File: config.mk
export PLATFORM = sky130hd
export DESIGN_NAME = sweep_minimum_locator_core_flat
export DESIGN_NICKNAME = d
export VERILOG_FILES = /design/src/hdl/sml_pkg.sv /design/src/hdl/sml_in_if.sv /design/src/hdl/sml_out_if.sv /design/src/hdl/sml_arm.sv /design/src/hdl/sml_lane.sv /design/src/hdl/sweep_minimum_locator_core.sv /design/src/flat_wrapper.sv
export SDC_FILE = /design/constraint.sdc
export NUM_CORES = 1
export LEC_CHECK = 0
export BUFFER_PORTS_ARGS = -buffer_cell sky130_fd_sc_hd__clkbuf_2
export CORE_ASPECT_RATIO = 1.75
export CORE_UTILIZATION = 54
export CTS_BUF_LIST = sky130_fd_sc_hd__clkbuf_4
export CTS_CLUSTER_SIZE = 8
export DETAILED_ROUTE_END_ITERATION = 10
export PLACE_DENSITY = 0.73
export SETUP_SLACK_MARGIN = 0.5
export SYNTH_ARGS = -nofsm -noshare
export SYNTH_HDL_FRONTEND = slang
export SYNTH_SLANG_ARGS = --single-unit
File: constraint.sdc
create_clock -name clk -period 6 [get_ports clk]
set_clock_uncertainty 0.2 [all_clocks]
set_input_delay 0.9 -clock clk [delete_from_list [all_inputs] [get_ports clk]]
set_output_delay 0.9 -clock clk [all_outputs]
set_load 0.01 [all_outputs]
File: src/hdl/sml_pkg.sv
// sml_pkg: shared widths, reset values, register indexes and the structs
// that pass between the sweep minimum locator top level, its arm and its lanes.
// No dependencies.
`timescale 1ns / 1ps

package sml_pkg;

	localparam int READ_W  = 10;
	localparam int POS_W   = 8;
	localparam int STEP_W  = 4;
	localparam int MARG_W  = 8;
	localparam int SWEEP_W = 3;
	localparam int CFG_IDX_W  = 3;
	localparam int CFG_DATA_W = 10;
	localparam int NUM_LANES  = 2;

	localparam int READING_MAX_DEF   = 1023;
	localparam int TIE_COUNT_MAX_DEF = 255;

	localparam logic [POS_W-1:0]   MIN_ANGLE_RST     = 8'd0;
	localparam logic [POS_W-1:0]   MAX_ANGLE_RST     = 8'd180;
	localparam logic [STEP_W-1:0]  STEP_SIZE_RST     = 4'd1;
	localparam logic [READ_W-1:0]  ALARM_LEVEL_RST   = 10'd800;
	localparam logic [MARG_W-1:0]  TIE_MARGIN_RST    = 8'd10;
	localparam logic [SWEEP_W-1:0] SWEEPS_NEEDED_RST = 3'd3;

	typedef enum logic [CFG_IDX_W-1:0] {
		REG_MIN_ANGLE     = 3'd0,
		REG_MAX_ANGLE     = 3'd1,
		REG_STEP_SIZE     = 3'd2,
		REG_ALARM_LEVEL   = 3'd3,
		REG_TIE_MARGIN    = 3'd4,
		REG_SWEEPS_NEEDED = 3'd5
	} cfg_reg_t;

	typedef enum logic {
		CMD_START = 1'b0,
		CMD_TICK  = 1'b1
	} cmd_t;

	typedef struct packed {
		logic              start;
		logic              clear;
		logic [READ_W-1:0] reading;
		logic [POS_W-1:0]  arm_pos;
		logic [MARG_W-1:0] margin;
	} lane_ctl_t;

	typedef struct packed {
		logic             busy;
		logic [POS_W-1:0] best_pos;
	} lane_sts_t;

	typedef struct packed {
		logic [POS_W-1:0] pos;
		logic [POS_W-1:0] pos_next;
		logic             rev_next;
	} arm_sts_t;

endpackage

File: src/hdl/sml_in_if.sv
// sml_in_if: input request channel (cmd and two readings) with valid/ready.
// Depends on sml_pkg.
`timescale 1ns / 1ps

interface sml_in_if;
	logic                      valid;
	logic                      ready;
	logic                      cmd;
	logic [sml_pkg::READ_W-1:0] reading_a;
	logic [sml_pkg::READ_W-1:0] reading_b;

	modport source (output valid, cmd, reading_a, reading_b, input ready);
	modport sink   (input valid, cmd, reading_a, reading_b, output ready);
endinterface

File: src/hdl/sml_out_if.sv
// sml_out_if: result request channel with valid/ready.
// Depends on sml_pkg.
`timescale 1ns / 1ps

interface sml_out_if;
	logic                      valid;
	logic                      ready;
	logic [sml_pkg::POS_W-1:0] arm_position;
	logic                      reversed;
	logic                      search_done;
	logic [sml_pkg::POS_W-1:0] best_pos_a;
	logic [sml_pkg::POS_W-1:0] best_pos_b;
	logic                      alarm;

	modport source (output valid, arm_position, reversed, search_done, best_pos_a,
		best_pos_b, alarm, input ready);
	modport sink   (input valid, arm_position, reversed, search_done, best_pos_a,
		best_pos_b, alarm, output ready);
endinterface

File: src/hdl/sml_arm.sv
// sml_arm: arm position and direction registers plus next-step logic.
// Depends on sml_pkg.
`timescale 1ns / 1ps

module sml_arm (
	input  logic                      clk,
	input  logic                      arst_n,
	input  logic [sml_pkg::POS_W-1:0]  sweep_lo,
	input  logic [sml_pkg::POS_W-1:0]  sweep_hi,
	input  logic [sml_pkg::STEP_W-1:0] step_size,
	input  logic                      advance,
	output sml_pkg::arm_sts_t         sts
);
	import sml_pkg::*;

	logic [POS_W-1:0] pos_q;
	logic             up_q;
	logic signed [POS_W+1:0] pos_s, lo_s, hi_s, cand_s;
	logic             rev;
	logic             up_next;
	logic [POS_W-1:0] pos_next;

	always_comb begin
		pos_s  = $signed({2'b00, pos_q});
		lo_s   = $signed({2'b00, sweep_lo});
		hi_s   = $signed({2'b00, sweep_hi});
		cand_s = up_q ? pos_s + $signed({6'd0, step_size})
		              : pos_s - $signed({6'd0, step_size});
		rev      = (cand_s > hi_s) || (cand_s < lo_s);
		pos_next = cand_s[POS_W-1:0];
		up_next  = up_q;
		if (rev) begin
			if (pos_s > hi_s) begin
				pos_next = sweep_hi;
				up_next  = 1'b0;
			end else if (pos_s < lo_s) begin
				pos_next = sweep_lo;
				up_next  = 1'b1;
			end else begin
				pos_next = pos_q;
				up_next  = !up_q;
			end
		end
	end

	always_ff @(posedge clk or negedge arst_n) begin
		if (!arst_n) begin
			pos_q <= MIN_ANGLE_RST;
			up_q  <= 1'b1;
		end else if (advance) begin
			pos_q <= pos_next;
			up_q  <= up_next;
		end
	end

	assign sts.pos      = pos_q;
	assign sts.pos_next = pos_next;
	assign sts.rev_next = rev;

endmodule

File: src/hdl/sml_lane.sv
// sml_lane: one sensor channel: best reading, best position, tie counter,
// and a multiply then 8-step restoring divider for tie averaging.
// Depends on sml_pkg.
`timescale 1ns / 1ps

module sml_lane #(
	parameter int READING_MAX   = sml_pkg::READING_MAX_DEF,
	parameter int TIE_COUNT_MAX = sml_pkg::TIE_COUNT_MAX_DEF
) (
	input  logic               clk,
	input  logic               arst_n,
	input  sml_pkg::lane_ctl_t ctl,
	output sml_pkg::lane_sts_t sts
);
	import sml_pkg::*;

	localparam int RW0 = $clog2(READING_MAX + 1);
	localparam int BW  = (RW0 > READ_W) ? RW0 : READ_W;
	localparam int TW  = $clog2(TIE_COUNT_MAX + 1);
	localparam int DW  = $clog2(TIE_COUNT_MAX + 2);
	localparam int PW  = DW + POS_W;
	localparam int QBW = $clog2(POS_W);
	localparam logic [TW-1:0]  TIE_SAT  = TW'(TIE_COUNT_MAX);
	localparam logic [BW-1:0]  BEST_RST = BW'(READING_MAX);
	localparam logic [QBW-1:0] QBIT_TOP = QBW'(POS_W - 1);

	typedef enum logic [2:0] {
		L_IDLE = 3'b001,
		L_MUL  = 3'b010,
		L_DIV  = 3'b100
	} lane_state_t;

	lane_state_t      state_q;
	logic [BW-1:0]    best_rd_q;
	logic [POS_W-1:0] best_pos_q;
	logic [TW-1:0]    tie_q;
	logic [TW-1:0]    mul_t_q;
	logic [POS_W-1:0] arm_q;
	logic [DW-1:0]    div_d_q;
	logic [PW-1:0]    rem_q;
	logic [POS_W-1:0] quo_q;
	logic [QBW-1:0]   qbit_q;

	logic [BW-1:0]    rd_ext, marg_ext, diff;
	logic             higher, replace, tie;
	logic [PW-1:0]    trial;
	logic             fits;
	logic [POS_W-1:0] quo_next;

	always_comb begin
		rd_ext   = BW'(ctl.reading);
		marg_ext = BW'(ctl.margin);
		higher   = best_rd_q > rd_ext;
		diff     = higher ? best_rd_q - rd_ext : rd_ext - best_rd_q;
		replace  = higher && (diff > marg_ext);
		tie      = !replace && (diff <= marg_ext);
		trial    = PW'(div_d_q) << qbit_q;
		fits     = rem_q >= trial;
		quo_next = quo_q;
		quo_next[qbit_q] = fits;
	end

	always_ff @(posedge clk or negedge arst_n) begin
		if (!arst_n) begin
			state_q    <= L_IDLE;
			best_rd_q  <= BEST_RST;
			best_pos_q <= '0;
			tie_q      <= '0;
		end else begin
			case (state_q)
				L_IDLE: begin
					if (ctl.clear) begin
						best_rd_q  <= BEST_RST;
						best_pos_q <= ctl.arm_pos;
						tie_q      <= '0;
					end else if (ctl.start && replace) begin
						best_rd_q  <= rd_ext;
						best_pos_q <= ctl.arm_pos;
						tie_q      <= TW'(1);
					end else if (ctl.start && tie) begin
						if (tie_q != TIE_SAT)
							tie_q <= tie_q + TW'(1);
						state_q <= L_MUL;
					end
				end
				L_MUL: begin
					state_q <= L_DIV;
				end
				L_DIV: begin
					if (qbit_q == '0) begin
						best_pos_q <= quo_next;
						state_q    <= L_IDLE;
					end
				end
				default: state_q <= L_IDLE;
			endcase
		end
	end

	// datapath, no reset
	always_ff @(posedge clk) begin
		case (state_q)
			L_IDLE: begin
				mul_t_q <= tie_q;
				arm_q   <= ctl.arm_pos;
				div_d_q <= DW'(tie_q) + DW'(1);
			end
			L_MUL: begin
				rem_q  <= PW'(best_pos_q) * PW'(mul_t_q) + PW'(arm_q);
				quo_q  <= '0;
				qbit_q <= QBIT_TOP;
			end
			L_DIV: begin
				if (fits)
					rem_q <= rem_q - trial;
				quo_q  <= quo_next;
				qbit_q <= qbit_q - QBW'(1);
			end
			default: ;
		endcase
	end

	assign sts.busy     = (state_q != L_IDLE);
	assign sts.best_pos = best_pos_q;

endmodule

File: src/hdl/sweep_minimum_locator_core.sv
// sweep_minimum_locator_core: top level, config registers, search control, result register.
// A tie request first waits for lane averaging (multiply + 8 divide steps) before it commits.
// Requests are taken one at a time: the next waits until the last one commits, and a stalled
// result holds the next request off until the result slot frees.
// Reset (arst_n low, async): registers to defaults, arm at the lower limit moving up, no search.
// Depends on sml_pkg, sml_in_if, sml_out_if, sml_arm, sml_lane.
`timescale 1ns / 1ps

module sweep_minimum_locator_core #(
	parameter int READING_MAX   = sml_pkg::READING_MAX_DEF,
	parameter int TIE_COUNT_MAX = sml_pkg::TIE_COUNT_MAX_DEF
) (
	input  logic                          clk,
	input  logic                          arst_n,
	input  logic                          cfg_we,
	input  logic [sml_pkg::CFG_IDX_W-1:0]  cfg_index,
	input  logic [sml_pkg::CFG_DATA_W-1:0] cfg_data,
	sml_in_if.sink                        in_ch,
	sml_out_if.source                     out_ch
);
	import sml_pkg::*;

	// one-hot control: idle waits for a request; wait holds until lanes finish
	typedef enum logic [1:0] {
		S_IDLE = 2'b01,
		S_WAIT = 2'b10
	} top_state_t;

	top_state_t         state_q;
	logic [POS_W-1:0]   sweep_lo_q, sweep_hi_q;
	logic [STEP_W-1:0]  step_size_q;
	logic [READ_W-1:0]  alarm_level_q;
	logic [MARG_W-1:0]  tie_margin_q;
	logic [SWEEP_W-1:0] sweeps_needed_q;

	logic               searching_q;
	logic [SWEEP_W-1:0] rev_count_q;
	logic               alarm_q;
	cmd_t               cmd_q;

	logic               out_valid_q;
	logic [POS_W-1:0]   out_pos_q;
	logic               out_rev_q;
	logic               out_done_q;
	logic [POS_W-1:0]   out_bpa_q;
	logic [POS_W-1:0]   out_bpb_q;
	logic               out_alarm_q;

	logic               in_acc;
	logic               is_tick;
	logic               lanes_busy;
	logic               slot_free;
	logic               commit;
	logic               advance;
	logic [SWEEP_W-1:0] rev_count_inc;
	logic               finish;

	lane_ctl_t ctl_a, ctl_b;
	lane_sts_t sts_a, sts_b;
	arm_sts_t  arm;

	// ---------------- configuration writes
	always_ff @(posedge clk or negedge arst_n) begin
		if (!arst_n) begin
			sweep_lo_q      <= MIN_ANGLE_RST;
			sweep_hi_q      <= MAX_ANGLE_RST;
			step_size_q     <= STEP_SIZE_RST;
			alarm_level_q   <= ALARM_LEVEL_RST;
			tie_margin_q    <= TIE_MARGIN_RST;
			sweeps_needed_q <= SWEEPS_NEEDED_RST;
		end else if (cfg_we) begin
			case (cfg_index)
				REG_MIN_ANGLE:     sweep_lo_q      <= cfg_data[POS_W-1:0];
				REG_MAX_ANGLE:     sweep_hi_q      <= cfg_data[POS_W-1:0];
				REG_STEP_SIZE:     step_size_q     <= cfg_data[STEP_W-1:0];
				REG_ALARM_LEVEL:   alarm_level_q   <= cfg_data[READ_W-1:0];
				REG_TIE_MARGIN:    tie_margin_q    <= cfg_data[MARG_W-1:0];
				REG_SWEEPS_NEEDED: sweeps_needed_q <= cfg_data[SWEEP_W-1:0];
				default: ;
			endcase
		end
	end

	// ---------------- request acceptance and lane dispatch
	assign in_ch.ready = (state_q == S_IDLE);
	assign in_acc      = in_ch.valid && in_ch.ready;
	assign is_tick     = (in_ch.cmd == CMD_TICK);

	// lanes see the arm position before this tick's move
	always_comb begin
		ctl_a.start   = in_acc && is_tick && searching_q;
		ctl_a.clear   = in_acc && !is_tick;
		ctl_a.reading = in_ch.reading_a;
		ctl_a.arm_pos = arm.pos;
		ctl_a.margin  = tie_margin_q;
		ctl_b         = ctl_a;
		ctl_b.reading = in_ch.reading_b;
	end

	sml_lane #(
		.READING_MAX  (READING_MAX),
		.TIE_COUNT_MAX(TIE_COUNT_MAX)
	) u_lane_a (
		.clk   (clk),
		.arst_n(arst_n),
		.ctl   (ctl_a),
		.sts   (sts_a)
	);

	sml_lane #(
		.READING_MAX  (READING_MAX),
		.TIE_COUNT_MAX(TIE_COUNT_MAX)
	) u_lane_b (
		.clk   (clk),
		.arst_n(arst_n),
		.ctl   (ctl_b),
		.sts   (sts_b)
	);

	// ---------------- merge: commit once both lanes are done and the result slot is free
	assign lanes_busy    = sts_a.busy || sts_b.busy;
	assign slot_free     = !out_valid_q || out_ch.ready;
	assign commit        = (state_q == S_WAIT) && !lanes_busy && slot_free;
	assign advance       = commit && (cmd_q == CMD_TICK);
	assign rev_count_inc = rev_count_q + SWEEP_W'(1);
	assign finish        = advance && searching_q && arm.rev_next &&
	                       (rev_count_inc >= sweeps_needed_q);

	sml_arm u_arm (
		.clk      (clk),
		.arst_n   (arst_n),
		.sweep_lo (sweep_lo_q),
		.sweep_hi (sweep_hi_q),
		.step_size(step_size_q),
		.advance  (advance),
		.sts      (arm)
	);

	always_ff @(posedge clk or negedge arst_n) begin
		if (!arst_n) begin
			state_q     <= S_IDLE;
			searching_q <= 1'b0;
			rev_count_q <= '0;
			alarm_q     <= 1'b0;
			cmd_q       <= CMD_START;
		end else begin
			case (state_q)
				S_IDLE: begin
					if (in_acc) begin
						cmd_q   <= cmd_t'(in_ch.cmd);
						state_q <= S_WAIT;
						if (!is_tick) begin
							// start: reopen the search, even if one is running
							searching_q <= 1'b1;
							rev_count_q <= '0;
							alarm_q     <= 1'b0;
						end else if (searching_q &&
							((in_ch.reading_a < alarm_level_q) ||
							 (in_ch.reading_b < alarm_level_q))) begin
							alarm_q <= 1'b1;
						end
					end
				end
				S_WAIT: begin
					if (commit) begin
						state_q <= S_IDLE;
						if (advance && searching_q && arm.rev_next) begin
							rev_count_q <= rev_count_inc;
							if (finish)
								searching_q <= 1'b0;
						end
					end
				end
				default: state_q <= S_IDLE;
			endcase
		end
	end

	// ---------------- result register
	always_ff @(posedge clk or negedge arst_n) begin
		if (!arst_n) begin
			out_valid_q <= 1'b0;
		end else if (commit) begin
			out_valid_q <= 1'b1;
		end else if (out_ch.ready) begin
			out_valid_q <= 1'b0;
		end
	end

	always_ff @(posedge clk) begin
		if (commit) begin
			out_pos_q   <= advance ? arm.pos_next : arm.pos;
			out_rev_q   <= advance && arm.rev_next;
			out_done_q  <= finish;
			out_bpa_q   <= sts_a.best_pos;
			out_bpb_q   <= sts_b.best_pos;
			out_alarm_q <= alarm_q;
		end
	end

	assign out_ch.valid        = out_valid_q;
	assign out_ch.arm_position = out_pos_q;
	assign out_ch.reversed     = out_rev_q;
	assign out_ch.search_done  = out_done_q;
	assign out_ch.best_pos_a   = out_bpa_q;
	assign out_ch.best_pos_b   = out_bpb_q;
	assign out_ch.alarm        = out_alarm_q;

	// ---------------- assertions
	// no new request is taken while a lane is still averaging
	a_no_accept_busy: assert property (@(posedge clk) disable iff (!arst_n)
		!(in_ch.ready && lanes_busy))
		else $error("request accepted while a lane is busy");

	// a finished search is always reported on a reversal tick
	a_done_on_rev: assert property (@(posedge clk) disable iff (!arst_n)
		commit && finish |=> out_ch.valid && out_ch.search_done && out_ch.reversed)
		else $error("search_done without reversal");

	// a start request never moves the arm
	a_start_holds_arm: assert property (@(posedge clk) disable iff (!arst_n)
		commit && (cmd_q == CMD_START) |=> out_ch.arm_position == $past(arm.pos)
		&& !out_ch.reversed && !out_ch.search_done)
		else $error("start request moved the arm");

endmodule
File: src/flat_wrapper.sv
// flat-port wrapper written by rule: the top's interface ports become plain ports
module sweep_minimum_locator_core_flat import sml_pkg::*;
#(
	parameter int READING_MAX   = sml_pkg::READING_MAX_DEF,
	parameter int TIE_COUNT_MAX = sml_pkg::TIE_COUNT_MAX_DEF
)
  (clk, arst_n, cfg_we, cfg_index, cfg_data, in_ch_valid, in_ch_cmd, in_ch_reading_a, in_ch_reading_b, in_ch_ready, out_ch_valid, out_ch_arm_position, out_ch_reversed, out_ch_search_done, out_ch_best_pos_a, out_ch_best_pos_b, out_ch_alarm, out_ch_ready);
  sml_in_if in_ch_i ();
  sml_out_if out_ch_i ();
  input  logic clk;
  input  logic arst_n;
  input  logic cfg_we;
  input  logic [sml_pkg::CFG_IDX_W-1:0] cfg_index;
  input  logic [sml_pkg::CFG_DATA_W-1:0] cfg_data;
  input wire logic [$bits(in_ch_i.valid)-1:0] in_ch_valid;
  input wire logic [$bits(in_ch_i.cmd)-1:0] in_ch_cmd;
  input wire logic [$bits(in_ch_i.reading_a)-1:0] in_ch_reading_a;
  input wire logic [$bits(in_ch_i.reading_b)-1:0] in_ch_reading_b;
  output wire logic [$bits(in_ch_i.ready)-1:0] in_ch_ready;
  output wire logic [$bits(out_ch_i.valid)-1:0] out_ch_valid;
  output wire logic [$bits(out_ch_i.arm_position)-1:0] out_ch_arm_position;
  output wire logic [$bits(out_ch_i.reversed)-1:0] out_ch_reversed;
  output wire logic [$bits(out_ch_i.search_done)-1:0] out_ch_search_done;
  output wire logic [$bits(out_ch_i.best_pos_a)-1:0] out_ch_best_pos_a;
  output wire logic [$bits(out_ch_i.best_pos_b)-1:0] out_ch_best_pos_b;
  output wire logic [$bits(out_ch_i.alarm)-1:0] out_ch_alarm;
  input wire logic [$bits(out_ch_i.ready)-1:0] out_ch_ready;
  assign in_ch_i.valid = in_ch_valid;
  assign in_ch_i.cmd = in_ch_cmd;
  assign in_ch_i.reading_a = in_ch_reading_a;
  assign in_ch_i.reading_b = in_ch_reading_b;
  assign in_ch_ready = in_ch_i.ready;
  assign out_ch_valid = out_ch_i.valid;
  assign out_ch_arm_position = out_ch_i.arm_position;
  assign out_ch_reversed = out_ch_i.reversed;
  assign out_ch_search_done = out_ch_i.search_done;
  assign out_ch_best_pos_a = out_ch_i.best_pos_a;
  assign out_ch_best_pos_b = out_ch_i.best_pos_b;
  assign out_ch_alarm = out_ch_i.alarm;
  assign out_ch_i.ready = out_ch_ready;
  sweep_minimum_locator_core #(.READING_MAX(READING_MAX), .TIE_COUNT_MAX(TIE_COUNT_MAX)) u_core (.clk(clk), .arst_n(arst_n), .cfg_we(cfg_we), .cfg_index(cfg_index), .cfg_data(cfg_data), .in_ch(in_ch_i), .out_ch(out_ch_i));
endmodule
Word level (Yosys, flattened, before mapping)
Index checks and enable logic that the tools add are counted.
- memories kept: 0
- output and inout bits: 29
- input port bits: 39
- bits in read-only memories: 0
- latch bits: 0
- word-level logic and storage cells: 255
- memory bits (writable): 0
- register bits after elaboration: 250
- bitwise gates (word level): 0
- add/sub/neg operators: 17
- reduce and logical (&&, ||, !) cells: 69
- order comparisons: 19
- muxes and demuxes: 71
- divide/modulo/power cells: 0
- equal/unequal tests: 35
- shift operators: 2
- multipliers: 2
- operators with widths (operator ; count):
    $mux W8 ; 18
    $mux W10 ; 7
    $pmux W17 S2 ; 2
    $pmux W8 S2 ; 4
    $sub A10 B10 Y10 ; 4
    $mux W3 ; 12
    $add A16 B8 Y17 ; 2
    $ge A17 B17 Y1 ; 2
    $mux W17 ; 2
    $shl A9 B3 Y17 ; 2
    $sub A17 B17 Y17 ; 2
    $mul A8 B8 Y16 ; 2
    $ne A2 B2 Y1 const B ; 13
    $reduce_and A2 Y1 ; 13
    $logic_and A1 B1 Y1 ; 22
    $gt A10 B10 Y1 ; 2
    $gt A10 B8 Y1 ; 2
    $le A10 B8 Y1 ; 2
    $lt A10 B10 Y1 ; 2
    $add A8 B1 Y9 const B ; 2
    $pmux W3 S2 ; 3
    $pmux W3 S3 ; 2
    $add A8 B1 Y8 const B ; 2
    $bwmux W8 ; 2
    34 further kinds ; 89

Depth between registers and ports, before layout
Gate-level depths: netlist of run 1.
- word-level depth: 13
- gate-level depth with buffers: 25
- mapped depth without buffers: 23

Modules after synthesis
From an unflattened synthesis of run 1, not the netlist that was laid out.
- cell total of the unflattened synthesis: 2324
- area, all modules: 21883.5 µm²
- modules (own cells, without submodules) (module ; cells each ; times used ; area each (µm²) ; seq. area each (µm²)):
    sml_lane at u_core.u_lane_b ; 906 ; 1 ; 8155.3 ; 2331.0
    sml_lane at u_core.u_lane_a ; 886 ; 1 ; 8105.3 ; 2331.0
    sweep_minimum_locator_core ; 259 ; 1 ; 3438.3 ; 2078.2
    sml_arm ; 273 ; 1 ; 2184.6 ; 226.5

Least setup slack after synthesis of run 1
OpenSTA, ideal clock, no wires.
- path type: input to register
- start: input port in_ch_reading_b[5]
- end: register u_core.u_lane_b.tie_q[0]
- arrival: 5.270 ns
- data required time: 5.672 ns
- setup time: 0.128 ns
- path slack: 0.403 ns
- stages: 23
- path buffers: 3
- cells stage by stage: inv_1 ha_1 clkbuf_1 nor3_1 o21bai_1 a311oi_1 nor3_2 buf_2 mux2_2 o21ai_0 nand2_1 nand2_1 xor2_1 ha_1 nand3_1 or2_2 o21bai_1 a21oi_1 a2111oi_2 nor3_1 buf_4 nor2_4 mux2_1
- longest elaborated chain between the ends: 9
- elaborated cells between the ends (all ways): 16
- classes of those cells: add/sub (2); order compare (3); mux (3); reduce/logical (8)
- RTL lines (item ; line ; RTL):
    start: declaration ; flat_wrapper.sv:18 ; input wire logic [$bits(in_ch_i.reading_b)-1:0] in_ch_reading_b;
    $sub A10 B10 Y10 or $gt A10 B10 Y1 (tied branches) ; sml_lane.sv:54, sml_lane.sv:53 ;
    $mux W10 ; sml_lane.sv:54 ; diff = higher ? best_rd_q - rd_ext : rd_ext - best_rd_q;
    $gt A10 B8 Y1 ; sml_lane.sv:55 ; replace = higher && (diff > marg_ext);
    $logic_and A1 B1 Y1 ; sml_lane.sv:55 ;
    $logic_not A1 Y1 ; sml_lane.sv:56 ; tie = !replace && (diff <= marg_ext);
    $logic_and A1 B1 Y1 ; sml_lane.sv:56 ;
    $logic_and A1 B1 Y1 ; sml_lane.sv:80 ; end else if (ctl.start && tie) begin
    $reduce_bool A3 Y1 (no source line) ; - ;
    $reduce_and A3 Y1 (no source line) ; - ;
    end signal: assignment ; sml_lane.sv:82 ; tie_q <= tie_q + TW'(1);
    end: declaration ; sml_lane.sv:36 ; logic [TW-1:0] tie_q;
Several ways; a longest one is shown, not always the timed one.
A chain may end at the register's enable or synchronous reset.

Worst setup path after layout of run 1
- start: register u_core.u_arm.pos_q[0]
- end: register u_core.out_pos_q[0], in the netlist u_core.out_ch.arm_position[0] (data pin)
- longest elaborated chain between the ends: 6
- elaborated cells between the ends (all ways): 12
- classes of those cells: add/sub (2); order compare (4); mux (5); reduce/logical (1)
- RTL lines (item ; line ; RTL):
    start: declaration ; sml_arm.sv:16 ; logic [POS_W-1:0] pos_q;
    start signal: assignment ; sml_arm.sv:51 ; pos_q <= pos_next;
    $sub A8 B4 Y9 or $add A8 B4 Y9 (tied branches) ; sml_arm.sv:28, sml_arm.sv:27 ;
    $mux W10 ; sml_arm.sv:27 ; cand_s = up_q ? pos_s + $signed({6'd0, step_size})
    $gt A10 B9 Y1 or $lt A10 B9 Y1 (tied branches) ; sml_arm.sv:29 ; rev = (cand_s > hi_s) || (cand_s < lo_s);
    $logic_or A1 B1 Y1 ; sml_arm.sv:29 ;
    $mux W8 ; sml_arm.sv:32 ; if (rev) begin
    $mux W8 (*) ; sweep_minimum_locator_core.sv:192 ; out_pos_q <= advance ? arm.pos_next : arm.pos;
    end signal: assignment ; sweep_minimum_locator_core.sv:192 ;
    end: declaration ; sweep_minimum_locator_core.sv:42 ; logic [POS_W-1:0] out_pos_q;
Every way passes the cells marked *; elsewhere a longest branch is shown, timed or not.

==> impl_metrics.ini, run 1 <==
[drt]
wirelength_mm = 52.64
vias = 16250
ant_nets = 0
vias_per_cell = 5.871
avgRoutedWirePerCell_um = 19.03
dr.first_iter.drc_count = 824
firstDrtPassIters = 5
drc = 0

[logic_synthesis]
syn_area_per_cell_um2 = 9.620
synth.largest_area_cell = edfxtp_1
synth-warning-count = 0
ys_seq_area_share_pct = 33.78
async_flop_share_pct = 46.80
synth_cells = 2144
yosysTopAreaCellShare_pct = 19.36
synth-edff-count = 133
syn_area_um2 = 20630
yosys_most_used_dff = edfxtp_1
synth-seq-cells = 250
synth_area_leaders = edfxtp_1 (19%), ha_1 (14%), dfrtp_1 (9.8%)
synth.distinct_cells = 83
synth_nets = 2511

[floorplanning]
initial_utilization_pct = 54.80
core_um2 = 37640
die_h_um = 260.5
io_pins = 68
placementRows = 94
dieArea_um2 = 39010
die_w_um = 149.7

[setup_path]
crit_required_ps = 6260
endpoint_kind = flip-flop
cp_max_fo = 12
start_kind = flip-flop
rrSetupSlack_ps = 760
critPathKind = reg -> reg
cp_data_arrival_time_ps = 5500

[global_route]
gr-total-overflow = 0
grt_max_degree = 77
antenna_found_initial = 2
grt_pass1_wl_mm = 84.27
grt_pass1_vias = 16910
grtUsageTotal_pct = 27.93

[power]
totalPowerFinal_mw = 10.14
ir_drop_uv = 373.1
p_leak_nw = 10.73
cellPowerDensity_nw_per_um2 = 449.4

[layout]
fin_util_pct = 59.95
num-nets-final = 2602
area_growth_pct = 9.396
final_common_cell = inv_1
drive_above_1_share_pct = 13.78
finalNonFillerCells = 2767
final_cell_mix = inv_1 (248), nand2_1 (232), ha_1 (232)

[clock_tree]
clock_path_buffers = 3
htree_num_levels = 2
cts-root-buf = clkbuf_4
clock_latency_ps = 760
cts_tree = yes
clkTransAtPathRegs_ps = 70
cts_sinks = 250
numCtsBuffers = 60

[placement]
hpwl_mm = 40.94
io_buffers = 67
dp_cells = 2647
place_congestion = 0.9441

[sta]
whs_ps = 132.8
layout_min_cycle_time_ps = 5244
timing.fmax_ghz = 0.1907
fin_crit_sh_pct = 87.39
maxSlewViolCount = 0
timing.slew.headroom_pct = 16.83
rsz0062_at_grt = false
finalHoldViolCount = 0
setup_violations = 0
tightest_slew_ps = 1248
finalSetupTns_ps = 0

[run_status]
status = completed

[job]
cap_viol_max_count = 0

[worst_hold_path]
hold_class = in -> reg
==> layer usage <==
layer | up-vias | GRT usage [%] | share of wire [%]
met1 | 7914 | 28.42 | 35
li1 | 7672 | - | -
met3 | 189 | 3.444 | 4.0
met5 | - | 0 | 0
met2 | 471 | 52.30 | 53
met4 | 0 | 18.97 | 7.3
==> path summary, 6_finish.rpt <==
path                                               from                            end  cells after the start
max                               u_core.u_arm.pos_q[0]  u_core.out_ch.arm_position[0]                     19
min in group asynchronous                        arst_n                 u_core.alarm_q                      2
min reg2reg                u_core.u_lane_a.best_rd_q[9]   u_core.u_lane_a.best_rd_q[9]                      2
max reg2reg                       u_core.u_arm.pos_q[0]  u_core.out_ch.arm_position[0]                     19
min                                        out_ch_ready            u_core.out_ch.valid                      2
max in group asynchronous                        arst_n  u_core.u_lane_b.best_pos_q[3]                      3
==> worst max-delay path, cell delays in order, from the launching register on <==
cell and delay (ps):
dfrtp_1 360, buf_4 180, inv_1 120, ha_1 150, inv_1 70, fa_1 440, a21o_1 200, a21o_1 220
nor2_1 110, a21oi_1 60, xnor2_1 280, ha_1 310, and4_1 210, a221o_1 350, nand4_1 110, o21ai_0 100
nor4_1 180, nand2_1 440, mux2_2 420, o21ai_0 450
==> repair_timing <==
item                       CTS  global route
gates resized for setup      1            16
pin swaps                    1             5
hold buffers                 1             0
buffers inserted             0             5
setup endpoints to repair    6            50
hold endpoints to repair    29             0
==> cell type report <==
type                       count  area (um2)
timing repair buffer         108       664.4
fill                        3281       15070
antenna                        1       2.502
clock inverter                29       279.0
clock buffer                  84       630.6
tap                          480       600.6
inverter                     250       938.4
multi-input combinational   1565       12480
sequential                   250        6973
==> stage by stage <==
| step | worst slack, ps | cell area, um2 |
|---|---|---|
| after CTS | 513.2 | 22450 |
| after floorplan | 537.3 | 20630 |
| after global routing | 505.3 | 22560 |
| after global placement | 41.31 | 21530 |
| after detailed placement | -126.5 | 21530 |
| final | 756.5 | 22560 |
==> registers in the layout, indices dropped and copies added, names as in the netlist, 9 cells and up <==
name                       cells
u_core.u_lane_b.best_rd_q     10
u_core.u_lane_a.rem_q         17
u_core.u_lane_b.rem_q         17
u_core.u_lane_b.div_d_q        9
u_core.u_lane_a.best_rd_q     10
u_core.u_lane_a.div_d_q        9
u_core.alarm_level_q          10
==> cell usage after synthesis, types with 45 or more instances <==
master      n
edfxtp_1  133
a21oi_1   138
nand2_1   232
a21o_1     59
xnor2_1    45
fa_1       96
o21ai_0   135
inv_1     248
mux2i_1    62
ha_1      232
clkbuf_1   56
nor2_1     91
dfrtp_1    81
and2_1     51
==> where the power goes <==
part           total [mW]  leakage (nW)  switching, mW  internal [mW]
clock                1.67         0.525          0.761          0.912
combinational        5.43          7.38           3.16           2.27
sequential           3.04          2.82          0.572           2.47
total                10.1          10.7           4.49           5.65
==> cell families after synthesis <==
logic type / count (synthesis) / share of synthesized area [%]
simple gates: 563 / 13.09
compound gates: 492 / 15.07
xor+xnor: 83 / 3.524
flops: 250 / 33.78
buf+inv: 329 / 6.121
fa+ha+maj: 328 / 23.39
mux: 99 / 5.029
(Power assumes the default switching activity.)
==> run 2: changes to the inputs <==
- CORE_MARGIN: unset -> 5
- RECOVER_POWER: unset -> 50
==> impl_metrics.ini, run 2 (synthesized netlist as in run 1, its figures left out) <==
[worst_hold_path]
hold_path_depth = 2
hp-start = out_ch_ready
holdPathEnd = u_core.out_ch.valid
hold_class = in -> reg

[setup_path]
crit_required_ps = 6310
endpoint_kind = flip-flop
reg2reg_from = u_core.u_lane_b.best_pos_q[4]
critPathKind = reg -> reg
cp_cell_sequence = nand2_1 > fa_1 > fa_1 > inv_1 > ha_1 > inv_1 > fa_1 > inv_1 > ha_1 > a211oi_1 > o21ai_0 > a31o_2 > a21oi_1 > o21ai_0 > a21oi_1 > xor2_1 > nor2_1 > a31o_2
cp_top_family = adder cells
critPathMaxStageDelay_ps = 590
cp_max_fo = 10
r2r_cells = 18
cp_data_arrival_time_ps = 5550
path_buf_inv = 3
path_depth = 18
start_kind = flip-flop
slowest_stage = dfrtp_1
rrSetupSlack_ps = 760
r2r-end = u_core.u_lane_b.rem_q[12]

[clock_tree]
clock_latency_ps = 770
cts_tree = yes
cts-root-buf = clkbuf_4
clkTransAtPathRegs_ps = 70
htree_num_levels = 2
numCtsBuffers = 59
cts_sinks = 250
clock_path_buffers = 3

[drt]
drc = 0
wirelength_mm = 52.38
dr.first_iter.drc_count = 640
ant_nets = 0
avgRoutedWirePerCell_um = 18.92
firstDrtPassIters = 5
vias_per_cell = 5.800
vias = 16060

[layout]
final_common_cell = inv_1
seqCellArea_um2 = 6967
area_growth_pct = 8.814
num-nets-final = 2602
finalNonFillerCells = 2768
largestRegisters = u_core.u_lane_a.rem_q (17), u_core.u_lane_b.rem_q (17)
fillers = 3246
drive_above_1_share_pct = 12.86
multi_input_area_um2 = 12450
final_cell_mix = inv_1 (248), nand2_1 (232), ha_1 (232)

[sta]
maxSlewViolCount = 128
tightest_slew_ps = 3517
finalHoldViolCount = 0
layout_min_cycle_time_ps = 5243
fin_crit_sh_pct = 87.38
timing.slew.headroom_pct = -134.5
setup_violations = 0
rsz0062_at_grt = false
finalSetupTns_ps = 0
worst_slack_ps = 757.0
timing.fmax_ghz = 0.1907

[global_route]
grt_pass1_vias = 16870
grtUsageTotal_pct = 25.13
grt_pass1_wl_mm = 84.26
antenna_found_initial = 2
gr-total-overflow = 0
grt_max_degree = 63

[floorplanning]
core_um2 = 37750
dieArea_um2 = 42360
initial_utilization_pct = 54.63
placementRows = 94
die_w_um = 157.7
die_h_um = 268.5
io_pins = 68

[power]
ir_drop_uv = 295.2
cellPowerDensity_nw_per_um2 = 444.3
totalPowerFinal_mw = 9.971
p_leak_nw = 10.67

[run_status]
status = complete, but fails checks
violations = max-capacitance violations, max-slew violations

[placement]
dp_slack_ps = 40.46
io_buffers = 67
dp_cells = 2653
place_congestion = 0.9087
hpwl_mm = 41.22

[job]
cap_viol_max_count = 3
-- run 2: cell types whose count changed in the layout (fill, tap and decap cells not counted), sizes merged --
cell and change:
buf -5, dlygate4sd3 -1, bufinv -2, clkinvlp -1, diode +1, clkinv +4
clkbuf +5
-- run 2: worst max path at each step --
| stage | endpoint | from | slack [ps] |
|---|---|---|---|
| 4_1_cts | u_core.u_lane_b.best_pos_q[0] | u_core.u_lane_b.best_rd_q[0] | 530 |
| 3_3_place_gp | u_core.u_lane_b.best_pos_q[6] | in_ch_reading_b[0] | 160 |
| 6_report | u_core.u_lane_b.rem_q[12] | u_core.u_lane_b.best_pos_q[4] | 760 |
| 5_1_grt | u_core.u_lane_a.best_pos_q[1] | u_core.u_lane_a.best_rd_q[0] | 450 |
| 3_5_place_dp | u_core.u_lane_a.best_pos_q[1] | in_ch_reading_a[5] | 40 |
| 2_1_floorplan | u_core.u_lane_b.tie_q[0] | in_ch_reading_b[5] | 540 |
-- run 2: report_power, final --
group	switching (mW)	internal [mW]	total, mW
Clock	0.735	0.812	1.55
Sequential	0.604	2.47	3.08
Combinational	3.10	2.25	5.35
-- run 2: final cells by class --
cell class                 instances  share of cell area (%)
inverter                         250                   4.181
multi-input combinational       1565                   55.46
sequential                       250                   31.04
clock inverter                    30                   1.015
clock buffer                      82                   2.743
timing repair buffer             109                   2.860
tap                              480                   2.676
antenna                            2                 0.02230
-- run 2: worst reg2reg max path, stage by stage, from the launching register on --
cell	delay, ps
dfrtp_1	590
nand2_1	120
fa_1	480
fa_1	520
inv_1	40
ha_1	260
inv_1	50
fa_1	590
inv_1	60
ha_1	310
a211oi_1	300
o21ai_0	180
a31o_2	280
a21oi_1	210
o21ai_0	100
a21oi_1	180
xor2_1	170
nor2_1	80
a31o_2	280
-- run 2: routing by layer --
layer / wire length, um / share of wire (%) / up-vias / track usage (%)
li1: - / - / 7651 / -
met1: 18540 / 35 / 7789 / 25.90
met2: 28110 / 54 / 428 / 46.73
met3: 2029 / 3.9 / 185 / 3.549
met4: 3686 / 7.0 / 2 / 16.10
met5: 20 / 0.038 / - / 0
-- run 2: metrics by stage --
stage	hold slack [ps]	utilization, %	cell area [um2]
finish	185.4	59.45	22440
global route	131.6	59.45	22440
CTS	21.39	59.37	22410
detailed placement	277.3	57.14	21570
global placement	268.3	57.14	21570
floorplan	223.1	-	20630
-- run 2: timing repair --
action                     4_1_cts  5_1_grt
gates resized for setup          0        5
hold buffers                     0        0
buffers inserted                 0        1
setup endpoints to repair        0       47
